==> src/rtl/key_hold_counter_with_repeat_assert.svh <==
// Assertion macros shared by the key hold counter modules.
`ifndef KEY_HOLD_COUNTER_WITH_REPEAT_ASSERT_SVH
`define KEY_HOLD_COUNTER_WITH_REPEAT_ASSERT_SVH

// Antecedent holds in this cycle, consequent holds in the same cycle.
`define KHCR_ASSERT_SAME(lbl, ante, cons, msg) \
  lbl: assert property (@(posedge clk) disable iff (!rst_n) (ante) |-> (cons)) \
    else $error(msg);

// Antecedent holds in this cycle, consequent holds in the next cycle.
`define KHCR_ASSERT_NEXT(lbl, ante, cons, msg) \
  lbl: assert property (@(posedge clk) disable iff (!rst_n) (ante) |=> (cons)) \
    else $error(msg);

`endif

==> src/rtl/khcr_pkg.sv <==
// Package with constants, types and command structs of the key hold counter.
package khcr_pkg;

  localparam int KEY_COUNT   = 256;
  localparam int COUNT_WIDTH = 16;

  localparam int KEY_W      = 8;
  localparam int KEY_IDX_W  = (KEY_COUNT > 1) ? $clog2(KEY_COUNT) : 1;
  localparam int CNT_W      = COUNT_WIDTH;
  localparam int FRAMES_W   = 16;
  localparam int CFG_W      = 16;
  localparam int TOT_W      = 9;
  localparam int DIV_W      = (CNT_W > CFG_W) ? CNT_W : CFG_W;
  localparam int DIV_RADIX  = 4;
  localparam int DIV_STEPS  = (DIV_W + DIV_RADIX - 1) / DIV_RADIX;
  localparam int DIV_X_W    = DIV_STEPS * DIV_RADIX;
  localparam int STEP_W     = (DIV_STEPS > 1) ? $clog2(DIV_STEPS) : 1;

  localparam logic [CFG_W-1:0] FIRST_DELAY_RST   = 16'd17;
  localparam logic [CFG_W-1:0] REPEAT_PERIOD_RST = 16'd4;

  typedef enum logic {
    CFG_FIRST_DELAY   = 1'b0,
    CFG_REPEAT_PERIOD = 1'b1
  } cfg_idx_t;

  typedef enum logic [1:0] {
    S_IDLE,
    S_UPD,
    S_DIV,
    S_DONE
  } state_t;

  typedef struct packed {
    logic accept;
    logic update;
    logic div_step;
    logic load_out;
  } khcr_cmd_t;

  typedef struct packed {
    logic need_div;
    logic out_free;
  } khcr_sts_t;

endpackage

==> src/rtl/khcr_dp.sv <==
// Datapath with hold count memory, running totals, remainder unit and result register.
module khcr_dp (
  input  logic                         clk,
  input  logic                         rst_n,
  input  khcr_pkg::khcr_cmd_t          cmd,
  output khcr_pkg::khcr_sts_t          sts,
  input  logic [khcr_pkg::KEY_W-1:0]   in_key,
  input  logic                         in_pressed,
  input  logic                         in_focus_active,
  input  logic                         cfg_we,
  input  logic                         cfg_addr,
  input  logic [khcr_pkg::CFG_W-1:0]   cfg_wdata,
  output logic                         out_valid,
  input  logic                         out_stall,
  output logic [khcr_pkg::KEY_W-1:0]   out_key_echo,
  output logic                         out_held,
  output logic                         out_just_pressed,
  output logic [khcr_pkg::FRAMES_W-1:0] out_hold_frames,
  output logic                         out_repeat_hit,
  output logic                         out_any_held,
  output logic                         out_any_just_pressed
);
  import khcr_pkg::*;

  localparam logic [CNT_W-1:0] CNT_MAX = '1;

  logic [CNT_W-1:0]     mem [KEY_COUNT];
  logic [KEY_COUNT-1:0] vld_r;
  logic [CNT_W-1:0]     rd_data_r;

  logic [KEY_W-1:0]     key_r;
  logic                 down_r;
  logic                 focus_r;
  logic [CFG_W-1:0]     first_delay_r;
  logic [CFG_W-1:0]     period_r;
  logic [TOT_W-1:0]     held_tot_r, held_tot_nxt;
  logic [TOT_W-1:0]     just_tot_r, just_tot_nxt;
  logic [CNT_W-1:0]     c_r;
  logic                 res_ok_r;
  logic                 one_r;
  logic                 div_used_r;
  logic [DIV_X_W-1:0]   x_r, x_nxt;
  logic [DIV_W-1:0]     rem_r, rem_nxt;

  logic                 out_valid_r;
  logic [KEY_W-1:0]     out_key_r;
  logic                 out_held_r;
  logic                 out_just_r;
  logic [FRAMES_W-1:0]  out_frames_r;
  logic                 out_hit_r;
  logic                 out_any_held_r;
  logic                 out_any_just_r;

  logic [KEY_IDX_W-1:0] key_idx;
  logic [KEY_IDX_W-1:0] in_idx;
  logic                 in_range;
  logic                 upd_ok;
  logic [CNT_W-1:0]     old_c;
  logic [CNT_W-1:0]     c_nxt;
  logic [DIV_W-1:0]     c_wide;
  logic [DIV_W-1:0]     fd_wide;
  logic [DIV_W-1:0]     d_wide;
  logic                 gt_delay;
  logic                 hit_now;

  assign key_idx  = key_r[KEY_IDX_W-1:0];
  assign in_idx   = in_key[KEY_IDX_W-1:0];
  assign in_range = ({1'b0, key_r} < (KEY_W + 1)'(KEY_COUNT));
  assign upd_ok   = focus_r && in_range;
  assign old_c    = vld_r[key_idx] ? rd_data_r : '0;
  assign c_nxt    = !down_r ? '0 : ((old_c == CNT_MAX) ? CNT_MAX : old_c + 1'b1);
  assign c_wide   = DIV_W'(c_nxt);
  assign fd_wide  = DIV_W'(first_delay_r);
  assign d_wide   = DIV_W'(period_r);
  assign gt_delay = (c_wide > fd_wide);

  assign sts.need_div = upd_ok && gt_delay;
  assign sts.out_free = !out_valid_r || !out_stall;

  always_ff @(posedge clk) begin
    if (cmd.update && upd_ok) begin
      mem[key_idx] <= c_nxt;
    end
    if (cmd.accept) begin
      rd_data_r <= mem[in_idx];
    end
  end

  always_comb begin
    held_tot_nxt = held_tot_r + TOT_W'(c_nxt != '0) - TOT_W'(old_c != '0);
    just_tot_nxt = just_tot_r + TOT_W'(c_nxt == CNT_W'(1)) - TOT_W'(old_c == CNT_W'(1));
  end

  always_comb begin
    logic [DIV_W:0]     t;
    logic [DIV_W-1:0]   r;
    logic [DIV_X_W-1:0] x;
    r = rem_r;
    x = x_r;
    for (int i = 0; i < DIV_RADIX; i++) begin
      t = {r, x[DIV_X_W-1]};
      x = {x[DIV_X_W-2:0], 1'b0};
      if (t >= {1'b0, d_wide}) begin
        t = t - {1'b0, d_wide};
      end
      r = t[DIV_W-1:0];
    end
    rem_nxt = r;
    x_nxt   = x;
  end

  assign hit_now = div_used_r ? ((rem_r == DIV_W'(1)) && (period_r != '0)) : one_r;

  always_ff @(posedge clk) begin
    if (!rst_n) begin
      vld_r         <= '0;
      held_tot_r    <= '0;
      just_tot_r    <= '0;
      first_delay_r <= FIRST_DELAY_RST;
      period_r      <= REPEAT_PERIOD_RST;
      out_valid_r   <= 1'b0;
    end else begin
      if (cfg_we) begin
        case (cfg_addr)
          CFG_FIRST_DELAY:   first_delay_r <= cfg_wdata;
          CFG_REPEAT_PERIOD: period_r      <= cfg_wdata;
          default:           first_delay_r <= first_delay_r;
        endcase
      end
      if (cmd.accept && !in_focus_active) begin
        vld_r      <= '0;
        held_tot_r <= '0;
        just_tot_r <= '0;
      end else if (cmd.update && upd_ok) begin
        vld_r[key_idx] <= 1'b1;
        held_tot_r     <= held_tot_nxt;
        just_tot_r     <= just_tot_nxt;
      end
      if (cmd.load_out) begin
        out_valid_r <= 1'b1;
      end else if (!out_stall) begin
        out_valid_r <= 1'b0;
      end
    end
  end

  always_ff @(posedge clk) begin
    if (cmd.accept) begin
      key_r   <= in_key;
      down_r  <= in_pressed;
      focus_r <= in_focus_active;
    end
    if (cmd.update) begin
      c_r        <= upd_ok ? c_nxt : '0;
      res_ok_r   <= upd_ok;
      one_r      <= upd_ok && (c_nxt == CNT_W'(1));
      div_used_r <= upd_ok && gt_delay;
      x_r        <= DIV_X_W'(c_wide - fd_wide);
      rem_r      <= '0;
    end else if (cmd.div_step) begin
      x_r   <= x_nxt;
      rem_r <= rem_nxt;
    end
    if (cmd.load_out) begin
      out_key_r      <= key_r;
      out_held_r     <= res_ok_r && (c_r != '0);
      out_just_r     <= res_ok_r && (c_r == CNT_W'(1));
      out_frames_r   <= res_ok_r ? FRAMES_W'(c_r) : '0;
      out_hit_r      <= res_ok_r && hit_now;
      out_any_held_r <= (held_tot_r != '0);
      out_any_just_r <= (just_tot_r != '0);
    end
  end

  assign out_valid            = out_valid_r;
  assign out_key_echo         = out_key_r;
  assign out_held             = out_held_r;
  assign out_just_pressed     = out_just_r;
  assign out_hold_frames      = out_frames_r;
  assign out_repeat_hit       = out_hit_r;
  assign out_any_held         = out_any_held_r;
  assign out_any_just_pressed = out_any_just_r;

  `include "key_hold_counter_with_repeat_assert.svh"

  `KHCR_ASSERT_SAME(a_held_tot_range, 1'b1, (held_tot_r <= TOT_W'(KEY_COUNT)), "held total exceeds key count")
  `KHCR_ASSERT_SAME(a_just_le_held, 1'b1, (just_tot_r <= held_tot_r), "just-pressed total exceeds held total")
  `KHCR_ASSERT_SAME(a_just_implies_held, out_valid_r && out_just_r, out_held_r && out_any_held_r && out_any_just_r, "just pressed result without held flags")
  `KHCR_ASSERT_NEXT(a_rem_below_period, cmd.div_step && (period_r != '0), (rem_r < d_wide), "remainder not below period")

endmodule

==> config.mk <==
export PLATFORM = sky130hd
export DESIGN_NAME = khcr_dp
export DESIGN_NICKNAME = d
export VERILOG_FILES = /design/src/rtl/khcr_pkg.sv /design/src/rtl/khcr_dp.sv
export VERILOG_INCLUDE_DIRS = /design/src /design/src/rtl
export SDC_FILE = /design/constraint.sdc
export NUM_CORES = 2
export LEC_CHECK = 0
export CORE_UTILIZATION = 40
export CTS_BUF_LIST = sky130_fd_sc_hd__clkbuf_4 sky130_fd_sc_hd__clkbuf_8
export DETAILED_ROUTE_END_ITERATION = 8
export DONT_BUFFER_PORTS = 1
export HOLD_SLACK_MARGIN = 0.02
export MAX_ROUTING_LAYER = met4
export PLACE_DENSITY = 0.56
export SLEW_MARGIN = 0
export SYNTH_ARGS = -nofsm -noshare
export SYNTH_HDL_FRONTEND = slang
export SYNTH_SLANG_ARGS = --single-unit
==> constraint.sdc <==
create_clock -name clk -period 19.7 [get_ports clk]
set_clock_uncertainty 0.05 [all_clocks]
set_input_delay 1.97 -clock clk [delete_from_list [all_inputs] [get_ports clk]]
set_output_delay 1.97 -clock clk [all_outputs]
set_load 0.01 [all_outputs]
---- After elaboration in Yosys (flattened, before gate mapping) ----
Memories as Yosys holds them, arrays and structs flattened. A register that Yosys moved wholly into a read port is not among the register bits.
Index checks and enable logic that the tools add are counted.
storage, ports and cells
  memories kept ........................... 1
  memory bits (writable) .................. 4096
  bits in registers ....................... 397
  output and inout port bits .............. 32
  logic and storage cells ................. 90
  bits of input ports ..................... 35
memories
  memory  depth  width  rd ports  clocked after memory_dff  write ports  RTL line       source
  mem     256    16     1         1                         1            khcr_dp.sv:27  logic [CNT_W-1:0] mem [KEY_COUNT];
operators by class
  order comparisons ....................... 7
  $add $sub $neg .......................... 10
  muxes and demuxes ....................... 18
  bitwise logic cells ..................... 3
  eq/ne operators ......................... 6
  reduce and logical (&&, ||, !) cells .... 23
operators with widths
  operator                                                                       number
  256-bit OR                                                                     1
  16-bit two-way mux                                                             9
  16-bit subtractor                                                              5
  17-bit by 16-bit >= comparator with 1-bit output                               4
  16-bit by 1-bit == test with 1-bit output (second input constant)              4
  16-bit nonzero test                                                            4
  9-bit by 1-bit adder with 9-bit output                                         2
  9-bit nonzero test                                                             2
  9-bit by 1-bit subtractor with 9-bit output                                    2
  16-bit by 1-bit adder with 16-bit output (second input constant)               1
  16-bit == test (second input constant)                                         1
  16-bit greater-than comparator                                                 1
  1-bit logical AND                                                              9
  8-bit by 9-bit less-than comparator with 1-bit output (second input constant)  1
  1-bit binary-select mux with 8-bit select                                      1
  1-bit demux with 8-bit select                                                  1
  8-bit by 1-bit >= comparator with 1-bit output (second input constant)         1
  1-bit two-way mux                                                              7
  2-bit AND reduction                                                            2
  1-bit zero test                                                                3
  2-bit != test (second input constant)                                          1
  1-bit NOT                                                                      2
  2-bit nonzero test                                                             1
  2-bit OR reduction                                                             1
  1-bit logical OR                                                               1

---- Depth between registers and ports, before layout ----
  depth after elaboration ................. 9
  mapped depth ............................ 45
  gate-level depth less buffers ........... 41

---- Worst setup path after synthesis ----
No wires, ideal clock.
  path type ............................... register to output
  start point ............................. register key_r[0] (netlist: key_idx[0])
  end point ............................... output sts[1] in the netlist's numbering
  buffers on the path ..................... 5
  cell stages (with the launch flop) ...... 28
  required time ........................... 17.680 ns
  path slack .............................. 4.506 ns
  data arrival time ....................... 13.174 ns
  cell sequence ........................... edfxtp_1 buf_2 buf_2 buf_2 buf_2 mux4_2 mux2i_1 o22ai_1 o21ai_0 nand2_1 mux4_2 nand2_1 inv_1 ha_1 and2_1 clkbuf_1 nand2_1 xor2_1 a21oi_1 ha_1 nand4_1 o211ai_1 a221o_1 a21o_1 a21o_1 a21o_1 a21oi_1 nor2_1
RTL lines
  item                    RTL line        source
  from (decl)             khcr_dp.sv:31   logic [KEY_W-1:0] key_r;
  from (signal assigned)  khcr_dp.sv:149  key_r <= in_key;
  to (decl)               khcr_dp.sv:6    output khcr_pkg::khcr_sts_t sts,

---- Worst setup path in the final report ----
  start point ............................. register period_r[1] (netlist: d_wide[1])
  end point ............................... register rem_r[0]
on the way
  word-level cells in the longest chain between the ends .. 8
  elaborated cells on any way between the ends .. 11
  those cells by class .................... add/sub: 3; order compare: 4; mux: 4
ends and longest elaborated chain
  item                                                                                   RTL line                        source
  from (decl)                                                                            khcr_dp.sv:35                   logic [CFG_W-1:0] period_r;
  from (signal assigned)                                                                 khcr_dp.sv:126                  CFG_REPEAT_PERIOD: period_r <= cfg_wdata;
  16-bit subtractor or 17-bit by 16-bit >= comparator with 1-bit output (tied branches)  khcr_dp.sv:104, khcr_dp.sv:103
  16-bit two-way mux                                                                     khcr_dp.sv:103                  if (t >= {1'b0, d_wide}) begin
  16-bit subtractor or 17-bit by 16-bit >= comparator with 1-bit output (tied branches)  khcr_dp.sv:104, khcr_dp.sv:103
  16-bit two-way mux                                                                     khcr_dp.sv:103
  16-bit subtractor or 17-bit by 16-bit >= comparator with 1-bit output (tied branches)  khcr_dp.sv:104, khcr_dp.sv:103
  16-bit two-way mux                                                                     khcr_dp.sv:103
  17-bit by 16-bit >= comparator with 1-bit output *                                     khcr_dp.sv:103
  16-bit two-way mux *                                                                   khcr_dp.sv:103
  to (signal assigned)                                                                   khcr_dp.sv:162                  rem_r <= rem_nxt;
  to (decl)                                                                              khcr_dp.sv:43                   logic [DIV_W-1:0] rem_r, rem_nxt;
Every way passes the cells marked *; elsewhere a longest branch is shown, timed or not.
A chain may end at the register's enable or synchronous reset.

==> impl_metrics.py <==
metrics = {
    "status": {
        "result_of_the_run": "finished, violations left",
        "violations": "slew limit",
    },
    "cts": {
        "cts_made_buffers": 734,
        "cts.repair_timing.setup_buffer_count": 0,
        "clk_transition_reported_paths_ns": 0.06,
        "cts_root_buf": "clkbuf_8",
        "cts_hold_buffers": 0,
        "numClockSinks": 4509,
        "clock_tree_from_tritoncts": "done",
        "htree_levels": 6,
        "cts-root-to-sink-buffers": 4,
        "cts-resized-gates": 0,
        "clock_latency_ns": 1.22,
    },
    "synthesis": {
        "synth.cell_area_sq_um": 176700,
        "post_synth_main_area_contributors": "edfxtp_1 (71%), mux4_2 (18%), dfxtp_1 (3.7%)",
        "synth_seq_cells": 4509,
        "synthDominantCellAreaShare_pct": 71.12,
        "synth_seq_area_share_pct": 74.78,
        "synthFlopType": "edfxtp_1",
        "post_synth.cell_area_avg_sq_um": 21.31,
        "synth_fp_nets": 8444,
        "async_reset_ff_share_pct": 0,
        "synth_edf_count": 4186,
        "yosys_warnings": 0,
        "syn-instance-count": 8295,
        "yosysTopAreaCell": "edfxtp_1",
        "post_synth_num_cell_types": 78,
    },
    "drt": {
        "detail_route.vias_per_cell": 5.712,
        "vias": 87320,
        "drt-total-wl_um": 483000,
        "drt_pass1_iterations": 6,
        "met1_length_um": 197700,
        "met3RoutedLength_um": 33910,
        "wl_met2_um": 238500,
        "drc": 0,
        "top_layer_used": "met4",
        "ant_nets": 0,
        "routed_len_inst_um": 31.59,
        "detail_route.iter0.violations": 9463,
    },
    "pwr": {
        "power.share.sequential_pct": 40.9,
        "clock_power_share_pct": 31.2,
        "share_comb_of_total_power_pct": 27.9,
        "power_per_cell_area_nw_per_um2": 128.4,
        "peakVddDrop_mv": 0.3778,
        "switching_part_of_the_total_power_pct": 30.80,
        "cell_internal_pwr_w": 0.01780,
        "cellLeakagePower_nw": 63.96,
        "net-switching-power_w": 0.007924,
    },
    "critical_path": {
        "cp_slowest_stage_delay_ns": 0.48,
        "timing.critical_path.slowest_stage_cell": "a21o_1",
        "startpoint_kind_of_the_worst_setup_timing_path": "flip-flop",
        "worst-path-max-fanout": 25,
        "worstSetupEndpointType": "flip-flop",
        "worstPathRequired_ns": 20.76,
        "criticalPathCategory": "reg -> reg",
        "critical_path_arrival_ns": 12.93,
    },
    "finish": {
        "finalNonFillerCells": 15290,
        "area_growth_syn_to_layout_pct": 13.35,
        "final_net_count": 8945,
        "layout-drive-gt1-share_pct": 33.15,
    },
    "floorplanning": {
        "initial_core_util_pct": 40.25,
        "die_height_um": 666.7,
        "area_of_the_die_sq_um": 444500,
        "io_pins": 67,
        "core.rowCount": 243,
        "dieWidth_um": 666.7,
        "fp.coreArea_sq_um": 439000,
    },
    "sta": {
        "timing.final.crit_period_ns": 11.87,
        "rsz_0062_raised_after_global_routing": "false",
        "hold_viol": 0,
        "final_clock_period_utilization_by_the_worst_path_pct": 60.25,
        "setup_tns_ns": 0,
        "maximum_achievable_frequency_mhz": 84.25,
        "slew-limit-headroom_pct": -28.02,
        "timing_max_transition_violations_final": 227,
        "setup_slack_ns": 7.831,
        "setup_viol": 0,
        "tightestPinTransition_ns": 1.920,
    },
    "grt": {
        "grt_pass1_wl_um": 679900,
        "antenna_found_initial": 21,
        "groute.usage.overall_pct": 22.19,
        "maximum_number_of_pins_on_one_net_before_global_route_repair": 258,
        "globalRouteOverflowTotal": 0,
        "first_global_vias": 89870,
    },
    "flow_run": {
        "max_cap_violations": 0,
    },
    "placement": {
        "place_hpwl_um": 264600,
        "place_inst": 13940,
        "port_buffers": 0,
        "gp_routability_congestion": 0.8328,
        "place_ws_ns": 7.691,
    },
    "hold_path": {
        "holdCritPathClass": "reg -> reg",
    },
}
-- metrics by stage --
stage / instance area [sq um] / util [%] / power, W / hold WS, ns
final: 200300 / 45.63 / 0.02572 / 0.4174
after global routing: 200300 / 45.62 / 0.02698 / 0.4334
after CTS: 200200 / 45.61 / 0.02592 / 0.4199
after detailed placement: 185800 / 42.32 / 0.01792 / 0.4057
after global placement: 185800 / 42.32 / 0.01789 / 0.3936
after floorplan: 176700 / - / 0.01611 / 0.3706
-- cells in the mapped netlist, types with 18 or more instances --
library cell / number
nand4_1: 34
buf_1: 77
a21boi_0: 29
xor2_1: 25
mux2i_1: 20
nand2_1: 142
nor2b_1: 21
edfxtp_1: 4186
nor3_1: 27
nand3_1: 42
a21oi_1: 89
clkbuf_1: 333
mux2_2: 39
inv_1: 101
nor2_1: 894
ha_1: 107
dfxtp_1: 323
a21o_1: 29
o211ai_1: 18
mux4_2: 1439
and2_1: 22
o21ai_0: 48
xnor2_1: 52
-- flip-flops by register name, indices dropped and copies added, names as in the netlist, 9 cells and up --
register and flops:
just_tot_r 9, vld_r 256, rd_data_r 16, d_wide 16, held_tot_r 9, out_hold_frames 16
x_r 16, c_r 16, mem 4096, rem_r 16, fd_wide 16
-- power groups by stage --
stage	clock network, W	logic [W]	registers (W)
6_report	0.00803	0.00717	0.0105
5_1_grt	0.00858	0.00788	0.0105
4_1_cts	0.00818	0.00722	0.0105
3_5_place_dp	0	0.00720	0.0107
3_3_place_gp	0	0.00717	0.0107
2_1_floorplan	0	0.00538	0.0107
-- critical path: cells and delay by family (launching register included) --
family,cells,cell delay [ns]
adders and majority gates,4,1.42
AOI/OAI and AO/OA,20,5.52
and+or+nand+nor,11,2.07
muxes,3,1.15
buffers and inverters,4,1.17
DFF,1,0.32
-- worst paths after layout --
kind / from / endpoint / slack [ns] / depth (start not counted)
setup / recovery: d_wide[1] / rem_r[0] / 7.83 / 42
hold reg to reg: vld_r[200] / vld_r[200] / 0.42 / 2
hold / removal: vld_r[200] / vld_r[200] / 0.42 / 2
setup reg to reg: d_wide[1] / rem_r[0] / 7.83 / 42
-- cell type report --
class / count / area [sq um]
Fill cell: 36740 / 238700
Sequential cell: 4509 / 132200
Multi-Input combinational cell: 3258 / 44140
Clock buffer: 1041 / 12630
Tap cell: 5880 / 7357
Clock inverter: 288 / 1813
Timing Repair Buffer: 191 / 1784
Inverter: 102 / 390.4
Antenna cell: 18 / 45.04
-- kinds of logic after synthesis --
logic type	count (synthesis)	share of synthesized area, %
simple gates	1253	2.966
buf+inv	528	1.138
mux	1498	18.70
fa+ha+maj	114	0.8368
xor+xnor	77	0.3816
compound gates	316	1.194
flops	4509	74.78
-- placed cells by master (no fill, tap or decap), types with 10 or more instances in the layout --
cell type   instances
edfxtp_1         4186
mux4_2           1439
clkbuf_8          770
nor2_1            652
dfxtp_1           323
clkbuf_4          271
nor2_4            174
buf_4             172
clkinv_1          170
nand2_1           130
ha_1              107
inv_1             100
a21oi_1            86
nor2_2             68
clkinv_2           58
xnor2_1            52
o21ai_0            48
mux2_2             39
nand3_1            36
nand4_1            34
a21o_1             29
a21boi_0           29
nor3_1             27
xor2_1             25
and2_1             22
nor2b_1            21
mux2i_1            20
diode_2            18
o211ai_1           18
nor4_1             16
buf_16             15
o21a_1             14
o21bai_1           14
nand2_2            13
clkinvlp_4         13
inv_8              12
a211oi_1           11
and3_1             11
nand2b_1           10
-- layer usage --
layer  global-route usage [%]  vias to the layer above
met5                        -                        -
met1                    29.39                    47580
met2                    35.93                     3449
met4                    5.748                        0
li1                         -                    35560
met3                    3.672                      740
No activity file was read; power rests on OpenSTA's default activity.
