**config.mk**
```make
export PLATFORM = sky130hd
export DESIGN_NAME = khcr_ctrl
export DESIGN_NICKNAME = d
export VERILOG_FILES = /design/src/rtl/khcr_pkg.sv /design/src/rtl/khcr_ctrl.sv
export VERILOG_INCLUDE_DIRS = /design/src /design/src/rtl
export SDC_FILE = /design/constraint.sdc
export NUM_CORES = 1
export LEC_CHECK = 0
export ABC_AREA = 0
export BUFFER_PORTS_ARGS = -buffer_cell sky130_fd_sc_hd__buf_2
export CAP_MARGIN = 15
export CORE_AREA = 2 2 39 41
export CTS_BUF_LIST = sky130_fd_sc_hd__clkbuf_16
export DETAILED_ROUTE_END_ITERATION = 8
export DIE_AREA = 0 0 41 43
export PLACE_DENSITY = 0.47
export SLEW_MARGIN = 20
export SYNTH_ARGS = -nofsm -noshare
export SYNTH_HDL_FRONTEND = slang
export SYNTH_SLANG_ARGS = --single-unit
```
**constraint.sdc**
```tcl
create_clock -name clk -period 3.2 [get_ports clk]
set_input_delay 0.16 -clock clk [delete_from_list [all_inputs] [get_ports clk]]
set_output_delay 0.16 -clock clk [all_outputs]
set_load 0.005 [all_outputs]
```
**src/rtl/key_hold_counter_with_repeat_assert.svh**
```systemverilog
// Assertion macros shared by the key hold counter modules.
`ifndef KEY_HOLD_COUNTER_WITH_REPEAT_ASSERT_SVH
`define KEY_HOLD_COUNTER_WITH_REPEAT_ASSERT_SVH

// Antecedent holds in this cycle, consequent holds in the same cycle.
`define KHCR_ASSERT_SAME(lbl, ante, cons, msg) \
  lbl: assert property (@(posedge clk) disable iff (!rst_n) (ante) |-> (cons)) \
    else $error(msg);

// Antecedent holds in this cycle, consequent holds in the next cycle.
`define KHCR_ASSERT_NEXT(lbl, ante, cons, msg) \
  lbl: assert property (@(posedge clk) disable iff (!rst_n) (ante) |=> (cons)) \
    else $error(msg);

`endif

```
**src/rtl/khcr_pkg.sv**
```systemverilog
// Package with constants, types and command structs of the key hold counter.
package khcr_pkg;

  localparam int KEY_COUNT   = 256;
  localparam int COUNT_WIDTH = 16;

  localparam int KEY_W      = 8;
  localparam int KEY_IDX_W  = (KEY_COUNT > 1) ? $clog2(KEY_COUNT) : 1;
  localparam int CNT_W      = COUNT_WIDTH;
  localparam int FRAMES_W   = 16;
  localparam int CFG_W      = 16;
  localparam int TOT_W      = 9;
  localparam int DIV_W      = (CNT_W > CFG_W) ? CNT_W : CFG_W;
  localparam int DIV_RADIX  = 4;
  localparam int DIV_STEPS  = (DIV_W + DIV_RADIX - 1) / DIV_RADIX;
  localparam int DIV_X_W    = DIV_STEPS * DIV_RADIX;
  localparam int STEP_W     = (DIV_STEPS > 1) ? $clog2(DIV_STEPS) : 1;

  localparam logic [CFG_W-1:0] FIRST_DELAY_RST   = 16'd17;
  localparam logic [CFG_W-1:0] REPEAT_PERIOD_RST = 16'd4;

  typedef enum logic {
    CFG_FIRST_DELAY   = 1'b0,
    CFG_REPEAT_PERIOD = 1'b1
  } cfg_idx_t;

  typedef enum logic [1:0] {
    S_IDLE,
    S_UPD,
    S_DIV,
    S_DONE
  } state_t;

  typedef struct packed {
    logic accept;
    logic update;
    logic div_step;
    logic load_out;
  } khcr_cmd_t;

  typedef struct packed {
    logic need_div;
    logic out_free;
  } khcr_sts_t;

endpackage

```
**src/rtl/khcr_ctrl.sv**
```systemverilog
// Controller state machine that sequences update, remainder steps and output load.
module khcr_ctrl (
  input  logic               clk,
  input  logic               rst_n,
  input  logic               in_valid,
  output logic               in_stall,
  input  khcr_pkg::khcr_sts_t sts,
  output khcr_pkg::khcr_cmd_t cmd
);
  import khcr_pkg::*;

  state_t            state_r, state_nxt;
  logic [STEP_W-1:0] step_r, step_nxt;

  always_ff @(posedge clk) begin
    if (!rst_n) begin
      state_r <= S_IDLE;
      step_r  <= '0;
    end else begin
      state_r <= state_nxt;
      step_r  <= step_nxt;
    end
  end

  always_comb begin
    state_nxt    = state_r;
    step_nxt     = step_r;
    cmd          = '0;
    in_stall     = 1'b1;
    case (state_r)
      S_IDLE: begin
        in_stall = 1'b0;
        if (in_valid) begin
          cmd.accept = 1'b1;
          state_nxt  = S_UPD;
        end
      end
      S_UPD: begin
        cmd.update = 1'b1;
        step_nxt   = '0;
        state_nxt  = sts.need_div ? S_DIV : S_DONE;
      end
      S_DIV: begin
        cmd.div_step = 1'b1;
        if (step_r == STEP_W'(DIV_STEPS - 1)) begin
          state_nxt = S_DONE;
        end else begin
          step_nxt = step_r + 1'b1;
        end
      end
      S_DONE: begin
        if (sts.out_free) begin
          cmd.load_out = 1'b1;
          state_nxt    = S_IDLE;
        end
      end
      default: begin
        state_nxt = S_IDLE;
      end
    endcase
  end

  `include "key_hold_counter_with_repeat_assert.svh"

  `KHCR_ASSERT_NEXT(a_accept_then_busy, cmd.accept, in_stall, "accept not followed by busy")
  `KHCR_ASSERT_NEXT(a_div_bounded, (state_r == S_DIV) && (step_r == STEP_W'(DIV_STEPS - 1)), (state_r == S_DONE), "remainder steps overran")

endmodule

```
Word level (Yosys, flattened, before mapping)
Index checks and enable logic that the tools add are counted.

storage, ports and cells
  bits in registers = 4
  bits of input ports = 5
  output and inout bits = 5
  logic and storage cells = 29

operators by class
  add/subtract/negate cells = 1
  equality and inequality tests = 8
  muxes and demuxes = 14
  reductions and logical operators = 4

operators by type and width
  cell                                                              number
  1-bit 2-to-1 mux                                                  8
  2-bit 2-to-1 mux                                                  4
  2-bit != test (second input constant)                             4
  2-bit case mux with 4 select lines                                1
  2-bit == test (second input constant)                             3
  2-bit case mux with 2 select lines                                1
  3-bit AND reduction                                               1
  2-bit by 1-bit adder with 2-bit output (second input constant)    1
  2-bit by 1-bit == test with 1-bit output (second input constant)  1
  2-bit logical NOT                                                 1
  2-bit AND reduction                                               1
  2-bit nonzero test                                                1

Depth between registers and ports, before layout
Gate-level depths: netlist of the first run.

  word-level depth = 3
  gate-level depth with buffers = 5
  mapped depth without buffers = 5

Worst setup path after synthesis of the first run
Ideal clock, no wire load.

  path type = register to register
  start point = register state_r[0]
  end point = register state_r[0]
  library setup time = 0.060 ns
  data arrival time = 1.248 ns
  data required time = 3.140 ns
  slack = 1.892 ns
  cell stages (with the launch flop) = 6
  buffers on the path = 0
  period minus slack after synthesis = 1.308 ns
  path through = dfxtp_1 > inv_1 > ha_1 > nor2b_4 > nor4_2 > o221a_1

between the ends
  longest elaborated chain between the ends = 3

ends and longest elaborated chain
  what                                                line             RTL
  from (decl)                                         khcr_ctrl.sv:12  state_t state_r, state_nxt;
  from (signal assigned)                              khcr_ctrl.sv:20  state_r <= state_nxt;
  2-bit == test or 2-bit logical NOT (tied branches)  khcr_ctrl.sv:30  case (state_r)
  2-bit != test (no source line)                      --
  3-bit AND reduction (no source line)                --

Several ways; a longest one is shown, not always the timed one.
A chain may end at the register's enable or synchronous reset.

Final worst setup path of the first run
Same ends and word-level chain as after synthesis.

==> run summary, run 1 <==
status -> finished, final reports clean
Critical Path Sink Type -> flop
synthesized net count -> 48
CTS HTree Levels -> 1
Mapped Area -> 333 um^2
CTS tree -> done
Worst VDD drop -> 498 uV
critical path launch point type -> flop
most frequent cells in the layout -> buf_2 (9), ha_1 (6), inv_1 (4), dfxtp_1 (4)
cell area after layout -> 473 um^2
switching pwr -> 0.142 mW
total power -> 0.463 mW
TNS Setup -> 0 ns
Skew-Pair Late Insertion Delay -> 0.22 ns
post-route ant nets -> 0
register area share after synthesis -> 24.1%
first-pass iteration count of the detailed router -> 4
hold path depth -> 2
Die ar. -> 1760 um^2
Placed Instances -> 62
Initial Util -> 24.1%
Netlist cell types -> 20
Clock power frac -> 41.2%
combinational share of power -> 40.4%
critical path type -> flop to flop
critical path arrival -> 1.55 ns
Leak -> 0.235 nW
Die H -> 43 um
vias post-DR -> 278
postcts setup bufs -> 0
vias in the first global route -> 250
Worst Hold Class -> input port to flop
worst-margin pin slew -> 0.199 ns
initial antenna violation count -> 0
global router's overall resource usage -> 8.71%
reg2reg path depth -> 5
post-cts sizing count -> 0
vias per cell -> 4.28
ANT cells -> 0
crit path time final -> 1.39 ns
chip width -> 41 um
clk sinks -> 4
RSZ-0062 raised after global routing -> no
largest net degree at the start of global routing -> 6
dpl ws -> 1.82 ns
Pint -> 0.321 mW
DRC Markers -> 0
Yosys Warn Count -> 0
#FFs+latches synth -> 4
clock root cell -> clkbuf_16
post-route insts no fill -> 65
nets -> 62
HPWL Detailed -> 472 um
hold buffers post-CTS -> 0
IO Count -> 10
max frequency -> 718 MHz
Final WS setup -> 1.81 ns
core region area -> 1380 um^2
Worst Skew -> 0.000393 ns
Final Hold Violating Endpoints -> 0
Post-Syn Area per Cell -> 9.00 um^2
P per Cell Area -> 979 nW/um^2
proportion of power drawn by flip-flops and latches -> 18.4%
total routed wirelength -> 580 um
routability congestion estimate -> 0.684
Slew headroom -> 86.7%
gr ovfl total -> 0
Maximum Capacitance Violations -> 0
setup slack, reg-to-reg -> 1.81 ns
Setup-failing EPs final -> 0
sw frac -> 30.8%
Port Buffers -> 9
Final period util -> 43.5%
most common cell after layout, fill and taps aside -> buf_2
row count -> 14
DR iter-0 viols -> 2
P&R area growth vs syn -> 42.1%
DP Area -> 398 um^2
Syn Inst Count -> 37
Clock Path Buffers -> 2
Clock Pin Slew Worst Setup and Hold Paths -> 0.03 ns
WP data required -> 3.36 ns
max-slew violations -> 0
Worst Path Max Fanout -> 4
WL per Instance -> 8.92 um
number of CTS-inserted buffers -> 3
first-pass GRT wire length -> 931 um
fraction of layout cells with a size suffix above 1 -> 30.6%
[synthesized netlist by cell type, drive strengths merged]
cell | number | share of area, %
nand2 | 1 | 1.1
o31ai | 1 | 2.3
o221a | 1 | 3.4
nand4 | 1 | 1.9
nor4 | 1 | 3.8
a21boi | 2 | 4.5
o21a | 1 | 2.3
inv | 4 | 4.5
ha | 6 | 23
a211o | 1 | 2.6
nand3 | 2 | 3.0
nor2b | 3 | 7.9
nand2b | 4 | 8.3
and3 | 1 | 1.9
dfxtp | 4 | 24
and2 | 2 | 3.8
nor2 | 2 | 2.3
[power by group through the flow]
stage                     Sequential (mW)  Clock, mW  Combinational [mW]
after detailed placement           0.0858          0               0.190
final                              0.0852      0.191               0.187
after global routing               0.0900      0.197               0.214
after CTS                          0.0851      0.195               0.192
after global placement             0.0869          0               0.195
after floorplan                    0.0808          0               0.143
[worst paths after layout]
kind | startpoint | endpoint
setup reg to reg | state_r[0]$_SDFFE_PN0P_ | state_r[0]$_SDFFE_PN0P_
hold / removal | rst_n | step_r[0]$_SDFFE_PN0P_
hold reg to reg | step_r[1]$_SDFFE_PN0P_ | step_r[1]$_SDFFE_PN0P_
setup / recovery | state_r[0]$_SDFFE_PN0P_ | state_r[0]$_SDFFE_PN0P_
[critical path: stages, from the launching register on]
cell,delay [ns]
dfxtp_1,0.37
inv_1,0.11
ha_1,0.24
nor2b_4,0.14
nor4_2,0.25
o221a_1,0.21
[registers in the layout (all words and copies together) (netlist names)]
register	count
step_r	2
state_r	2
[stage by stage]
step | util (%) | hold slack (ns)
floorplan | - | 0.278
global placement | 28.8 | 0.425
detailed placement | 28.8 | 0.428
CTS | 34.2 | 0.195
global route | 34.2 | 0.204
finish | 34.2 | 0.198
[area by class of cell]
| type | instances | area (um^2) |
|---|---|---|
| fill | 142 | 911 |
| multi-input combinational | 29 | 238 |
| sequential | 4 | 80.1 |
| clock buffer | 3 | 75.1 |
| timing repair buffer | 9 | 45.0 |
| tap | 16 | 20.0 |
| inverter | 4 | 15.0 |
[layer usage]
metal	share of wire [%]	up-vias	GRT usage, %
met1	44	114	8.28
met3	5.2	4	3.14
met5	0	-	0
met2	44	8	11.6
met4	6.6	0	12.0
li1	-	152	-
[logic make-up after synthesis]
logic type / share of synthesized area [%]
buffers and inverters: 4.51
adders and majority gates: 22.6
DFF: 24.1
AOI/OAI and AO/OA: 15.0
and+or+nand+nor: 33.8
(Power assumes the default switching activity.)
==> run 2, diff against run 1 <==
==> constraint.sdc (replaced) <==
create_clock -name clk -period 1.35 [get_ports clk]
set_input_delay 0.0675 -clock clk [delete_from_list [all_inputs] [get_ports clk]]
set_output_delay 0.0675 -clock clk [all_outputs]
set_load 0.005 [all_outputs]
==> run summary, run 2 (synthesized netlist as in run 1, its figures left out) <==
P&R area growth vs syn -> 59.8%
reg2reg end -> state_r[0]$_SDFFE_PN0P_
setup slack, reg-to-reg -> 0.04 ns
sw frac -> 30.8%
row count -> 14
max frequency -> 764 MHz
routability congestion estimate -> 0.626
critical path type -> flop to flop
footprint of the multi-input gates -> 265 um^2
initial antenna violation count -> 0
Leak -> 0.254 nW
status -> finished, final reports clean
Die H -> 43 um
hold path depth -> 2
combinational share of power -> 46.8%
Final Hold Violating Endpoints -> 0
RR Startpoint -> state_r[0]$_SDFFE_PN0P_
Critical Path Sink Type -> flop
Initial Util -> 24.1%
top flop regs -> state_r x2, step_r x2
number of CTS-inserted buffers -> 3
vias in the first global route -> 256
Clock Pin Slew Worst Setup and Hold Paths -> 0.03 ns
first-pass GRT wire length -> 986 um
Worst VDD drop -> 1210 uV
total routed wirelength -> 636 um
critical path arrival -> 1.42 ns
crit path time final -> 1.31 ns
WP data required -> 1.46 ns
ANT cells -> 0
area occupied by registers -> 81.3 um^2
total power -> 1.24 mW
IO Count -> 10
Die ar. -> 1760 um^2
met3 GRT Util -> 7.85%
CTS HTree Levels -> 1
fraction of layout cells with a size suffix above 1 -> 47.2%
Clock power frac -> 36.7%
switching pwr -> 0.381 mW
clk sinks -> 4
Clock Path Buffers -> 2
P per Cell Area -> 2330 nW/um^2
critical path launch point type -> flop
clock root cell -> clkbuf_16
reg2reg path depth -> 4
Hold Path Sink -> step_r[0]$_SDFFE_PN0P_
WL per Instance -> 9.22 um
critical path, cell by cell -> inv_1, ha_1, a211o_1, o221a_1
Slowest-stage cell, CP -> dfxtp_1
post-route ant nets -> 0
Skew-Pair Late Insertion Delay -> 0.22 ns
HPWL Detailed -> 527 um
vias per cell -> 4.26
DRC Markers -> 0
min-delay src -> rst_n
CTS tree -> done
Pint -> 0.855 mW
Fillers -> 138
Final period util -> 97.0%
proportion of power drawn by flip-flops and latches -> 16.5%
met1 usage -> 9.90%
Placed Instances -> 66
nets -> 66
Slew headroom -> 86.9%
most common cell after layout, fill and taps aside -> buf_2
vias post-DR -> 294
max-slew violations -> 0
post-route insts no fill -> 69
worst-margin pin slew -> 0.195 ns
DR iter-0 viols -> 0
gr ovfl total -> 0
Port Buffers -> 9
crit-path max cell delay -> 0.32 ns
chip width -> 41 um
core region area -> 1380 um^2
Worst Path Max Fanout -> 4
met2 global-route usage -> 11.3%
first-pass iteration count of the detailed router -> 1
Maximum Capacitance Violations -> 0
largest net degree at the start of global routing -> 6
global router's overall resource usage -> 9.12%
Setup-failing EPs final -> 0
most frequent cells in the layout -> buf_2 (9), inv_1 (4), buf_4 (4)
Worst Hold Class -> input port to flop
global route hottest layer -> met2
TNS Setup -> 0 ns
Worst Skew -> 0.00123 ns
## run 2: repair_timing
action | in CTS | in global routing
hold buffers | 0 | 0
resized for setup | 1 | 6
endpoints found under the setup margin | 1 | 2
setup buffers | 0 | 0
pin swaps | 0 | 1
## run 2: layout make-up
class                   instances  share of cell area [%]
flip-flops and latches          4                    15.3
clock buffers                   3                    14.1
well taps                      16                    3.76
inverters                       4                    2.82
repair buffers                 13                    14.1
multi-input cells              29                    49.9
## run 2: worst max path at each step
stage | from | to | depth (start not counted)
floorplan | state_r[0]$_SDFFE_PN0P_ | state_r[0]$_SDFFE_PN0P_ | 5
global placement | state_r[1]$_SDFFE_PN0P_ | state_r[0]$_SDFFE_PN0P_ | 5
detailed placement | state_r[1]$_SDFFE_PN0P_ | state_r[0]$_SDFFE_PN0P_ | 5
CTS | state_r[0]$_SDFFE_PN0P_ | state_r[0]$_SDFFE_PN0P_ | 5
global route | state_r[0]$_SDFFE_PN0P_ | state_r[0]$_SDFFE_PN0P_ | 5
finish | state_r[0]$_SDFFE_PN0P_ | state_r[0]$_SDFFE_PN0P_ | 4
## run 2: metal layers
metal  wire length, um  part of all wire (%)
met1               276                    43
met2               320                    50
met3                38                   6.0
met4                 0                     0
met5                 0                     0
## run 2: worst max-delay path, delay by kind of cell, from the launching register on
family / cells / cell delay, ns
AOI/OAI and AO/OA: 2 / 0.52
DFF: 1 / 0.32
buffers and inverters: 1 / 0.11
adders and majority gates: 1 / 0.24
## run 2: stage by stage
step / setup slack (ns) / cell area [um^2] / utilization, % / hold WS (ns)
after floorplan: 0.0417 / 333 / - / 0.185
after global placement: 0.00538 / 428 / 30.9 / 0.327
after detailed placement: 0.0102 / 428 / 30.9 / 0.334
after CTS: 0.0135 / 504 / 36.4 / 0.105
after global routing: -0.00849 / 532 / 38.4 / 0.111
final: 0.0403 / 532 / 38.4 / 0.101
## run 2: power by group through the flow
stage	Combinational, mW	Sequential, mW	Clock [mW]
floorplan	0.338	0.192	0
global placement	0.544	0.195	0
detailed placement	0.541	0.194	0
CTS	0.545	0.197	0.461
global route	0.654	0.207	0.471
finish	0.579	0.204	0.454
==> run 3, diff against run 2 <==
--- a/config.mk
+++ b/config.mk
@@ -14,6 +14,7 @@
 export DETAILED_ROUTE_END_ITERATION = 8
 export DIE_AREA = 0 0 41 43
 export PLACE_DENSITY = 0.47
+export SETUP_SLACK_MARGIN = 0.2
 export SLEW_MARGIN = 20
 export SYNTH_ARGS = -nofsm -noshare
 export SYNTH_HDL_FRONTEND = slang
==> constraint.sdc (replaced) <==
create_clock -name clk -period 1.63 [get_ports clk]
set_input_delay 0.0815 -clock clk [delete_from_list [all_inputs] [get_ports clk]]
set_output_delay 0.0815 -clock clk [all_outputs]
set_load 0.005 [all_outputs]
==> run summary, run 3 (synthesized netlist as in run 1, its figures left out) <==
Skew-Pair Late Insertion Delay -> 0.23 ns
initial antenna violation count -> 0
Worst Hold Class -> input port to flop
first-pass iteration count of the detailed router -> 4
reg2reg end -> state_r[0]$_SDFFE_PN0P_
Maximum Capacitance Violations -> 0
Setup-failing EPs final -> 0
clock root cell -> clkbuf_16
WP data required -> 1.80 ns
row count -> 14
DRC Markers -> 0
CTS HTree Levels -> 1
Port Buffers -> 9
setup slack, reg-to-reg -> 0.26 ns
worst-margin pin slew -> 0.200 ns
RSZ-0062 raised after global routing -> no
Worst Path Max Fanout -> 4
routability congestion estimate -> 0.702
crit path time final -> 1.37 ns
hold buffers post-CTS -> 0
max-slew violations -> 0
chip width -> 41 um
total power -> 0.937 mW
Initial Util -> 24.1%
Worst Skew -> 0.00442 ns
post-route ant nets -> 0
IO Count -> 10
Fillers -> 148
Critical Path End -> state_r[0]$_SDFFE_PN0P_
vias in the first global route -> 263
DR iter-0 viols -> 2
cell area after layout -> 475 um^2
fraction of layout cells with a size suffix above 1 -> 34.7%
Critical Path Source -> state_r[0]$_SDFFE_PN0P_
footprint of the multi-input gates -> 238 um^2
total routed wirelength -> 693 um
critical path arrival -> 1.54 ns
Final period util -> 84.1%
P&R area growth vs syn -> 42.9%
RR Startpoint -> state_r[0]$_SDFFE_PN0P_
CTS tree -> done
gr ovfl total -> 0
critical path type -> flop to flop
Clock Pin Slew Worst Setup and Hold Paths -> 0.03 ns
number of CTS-inserted buffers -> 3
reg2reg path depth -> 5
WL per Instance -> 10.7 um
TNS Setup -> 0 ns
Die ar. -> 1760 um^2
Clock Path Buffers -> 2
max frequency -> 730 MHz
Critical Path Sink Type -> flop
status -> finished, final reports clean
Die H -> 43 um
min-delay src -> rst_n
first-pass GRT wire length -> 1100 um
most frequent cells in the layout -> buf_2 (9), ha_1 (6), inv_1 (4)
core region area -> 1380 um^2
vias per cell -> 4.46
global router's overall resource usage -> 10.9%
vias post-DR -> 290
Worst VDD drop -> 795 uV
Final WS setup -> 0.260 ns
top flop regs -> state_r x2, step_r x2
critical path launch point type -> flop
P per Cell Area -> 1970 nW/um^2
Leak -> 0.235 nW
most common cell after layout, fill and taps aside -> buf_2
clk sinks -> 4
HPWL Detailed -> 493 um
Final Hold Violating Endpoints -> 0
dpl ws -> 0.232 ns
ANT cells -> 0
DP Area -> 398 um^2
Slew headroom -> 86.6%
nets -> 62
area occupied by registers -> 82.6 um^2
largest net degree at the start of global routing -> 6
-- run 3: changes by cell type in the layout (fill, tap and decap cells not counted) --
cell	change
nor2b_1	+1
nand2b_1	+1
ha_1	+3
buf_4	-4
nor2b_2	-1
nand2b_4	-1
ha_4	-1
ha_2	-2
dfxtp_2	+1
dfxtp_1	-1
-- run 3: cell type report --
cell class                 count  area share, %
tap                           16           4.21
sequential                     4           17.4
inverter                       4           3.16
clock buffer                   3           15.8
timing repair buffer           9           9.47
multi-input combinational     29           50.0
-- run 3: per-stage QoR --
step                      utilization (%)  instances  hold slack (ns)
after floorplan                         -         37            0.199
after global placement               28.8         62            0.338
after detailed placement             28.8         62            0.341
after CTS                            34.2         65            0.112
after global routing                 34.4         65            0.134
final                                34.4         65            0.105
-- run 3: layer usage --
metal	routed length, um	track usage (%)	share of wire, %
met5	0	0	0
met4	53	16.0	7.6
met3	51	6.28	7.4
met2	310	12.5	45
met1	278	10.5	40
-- run 3: how the worst min path moves through the flow --
stage	endpoint	slack (ns)	cells past startpoint
after floorplan	step_r[0]$_SDFFE_PN0P_	0.20	1
after global placement	step_r[0]$_SDFFE_PN0P_	0.34	2
after detailed placement	step_r[0]$_SDFFE_PN0P_	0.34	2
after CTS	step_r[0]$_SDFFE_PN0P_	0.11	2
after global routing	step_r[0]$_SDFFE_PN0P_	0.13	2
final	step_r[0]$_SDFFE_PN0P_	0.11	2
-- run 3: what timing repair did --
| action | CTS | global route |
|---|---|---|
| buffers inserted | 0 | 0 |
| endpoints found under the hold margin | 0 | 0 |
| endpoints found under the setup margin | 0 | 3 |
| resized for setup | 0 | 2 |
-- run 3: where the power goes --
group,switching (mW),leakage (nW),internal [mW],total [mW]
logic,0.187,0.165,0.186,0.373
clock network,0.0765,0.0370,0.314,0.391
registers,0.0355,0.0334,0.137,0.173
total,0.299,0.235,0.637,0.937
-- run 3: worst max-delay path, stage by stage (launching register included) --
cell and delay (ns):
dfxtp_2 0.35, inv_1 0.09, ha_1 0.24, nor2b_4 0.15, nor4_2 0.26, o221a_1 0.22
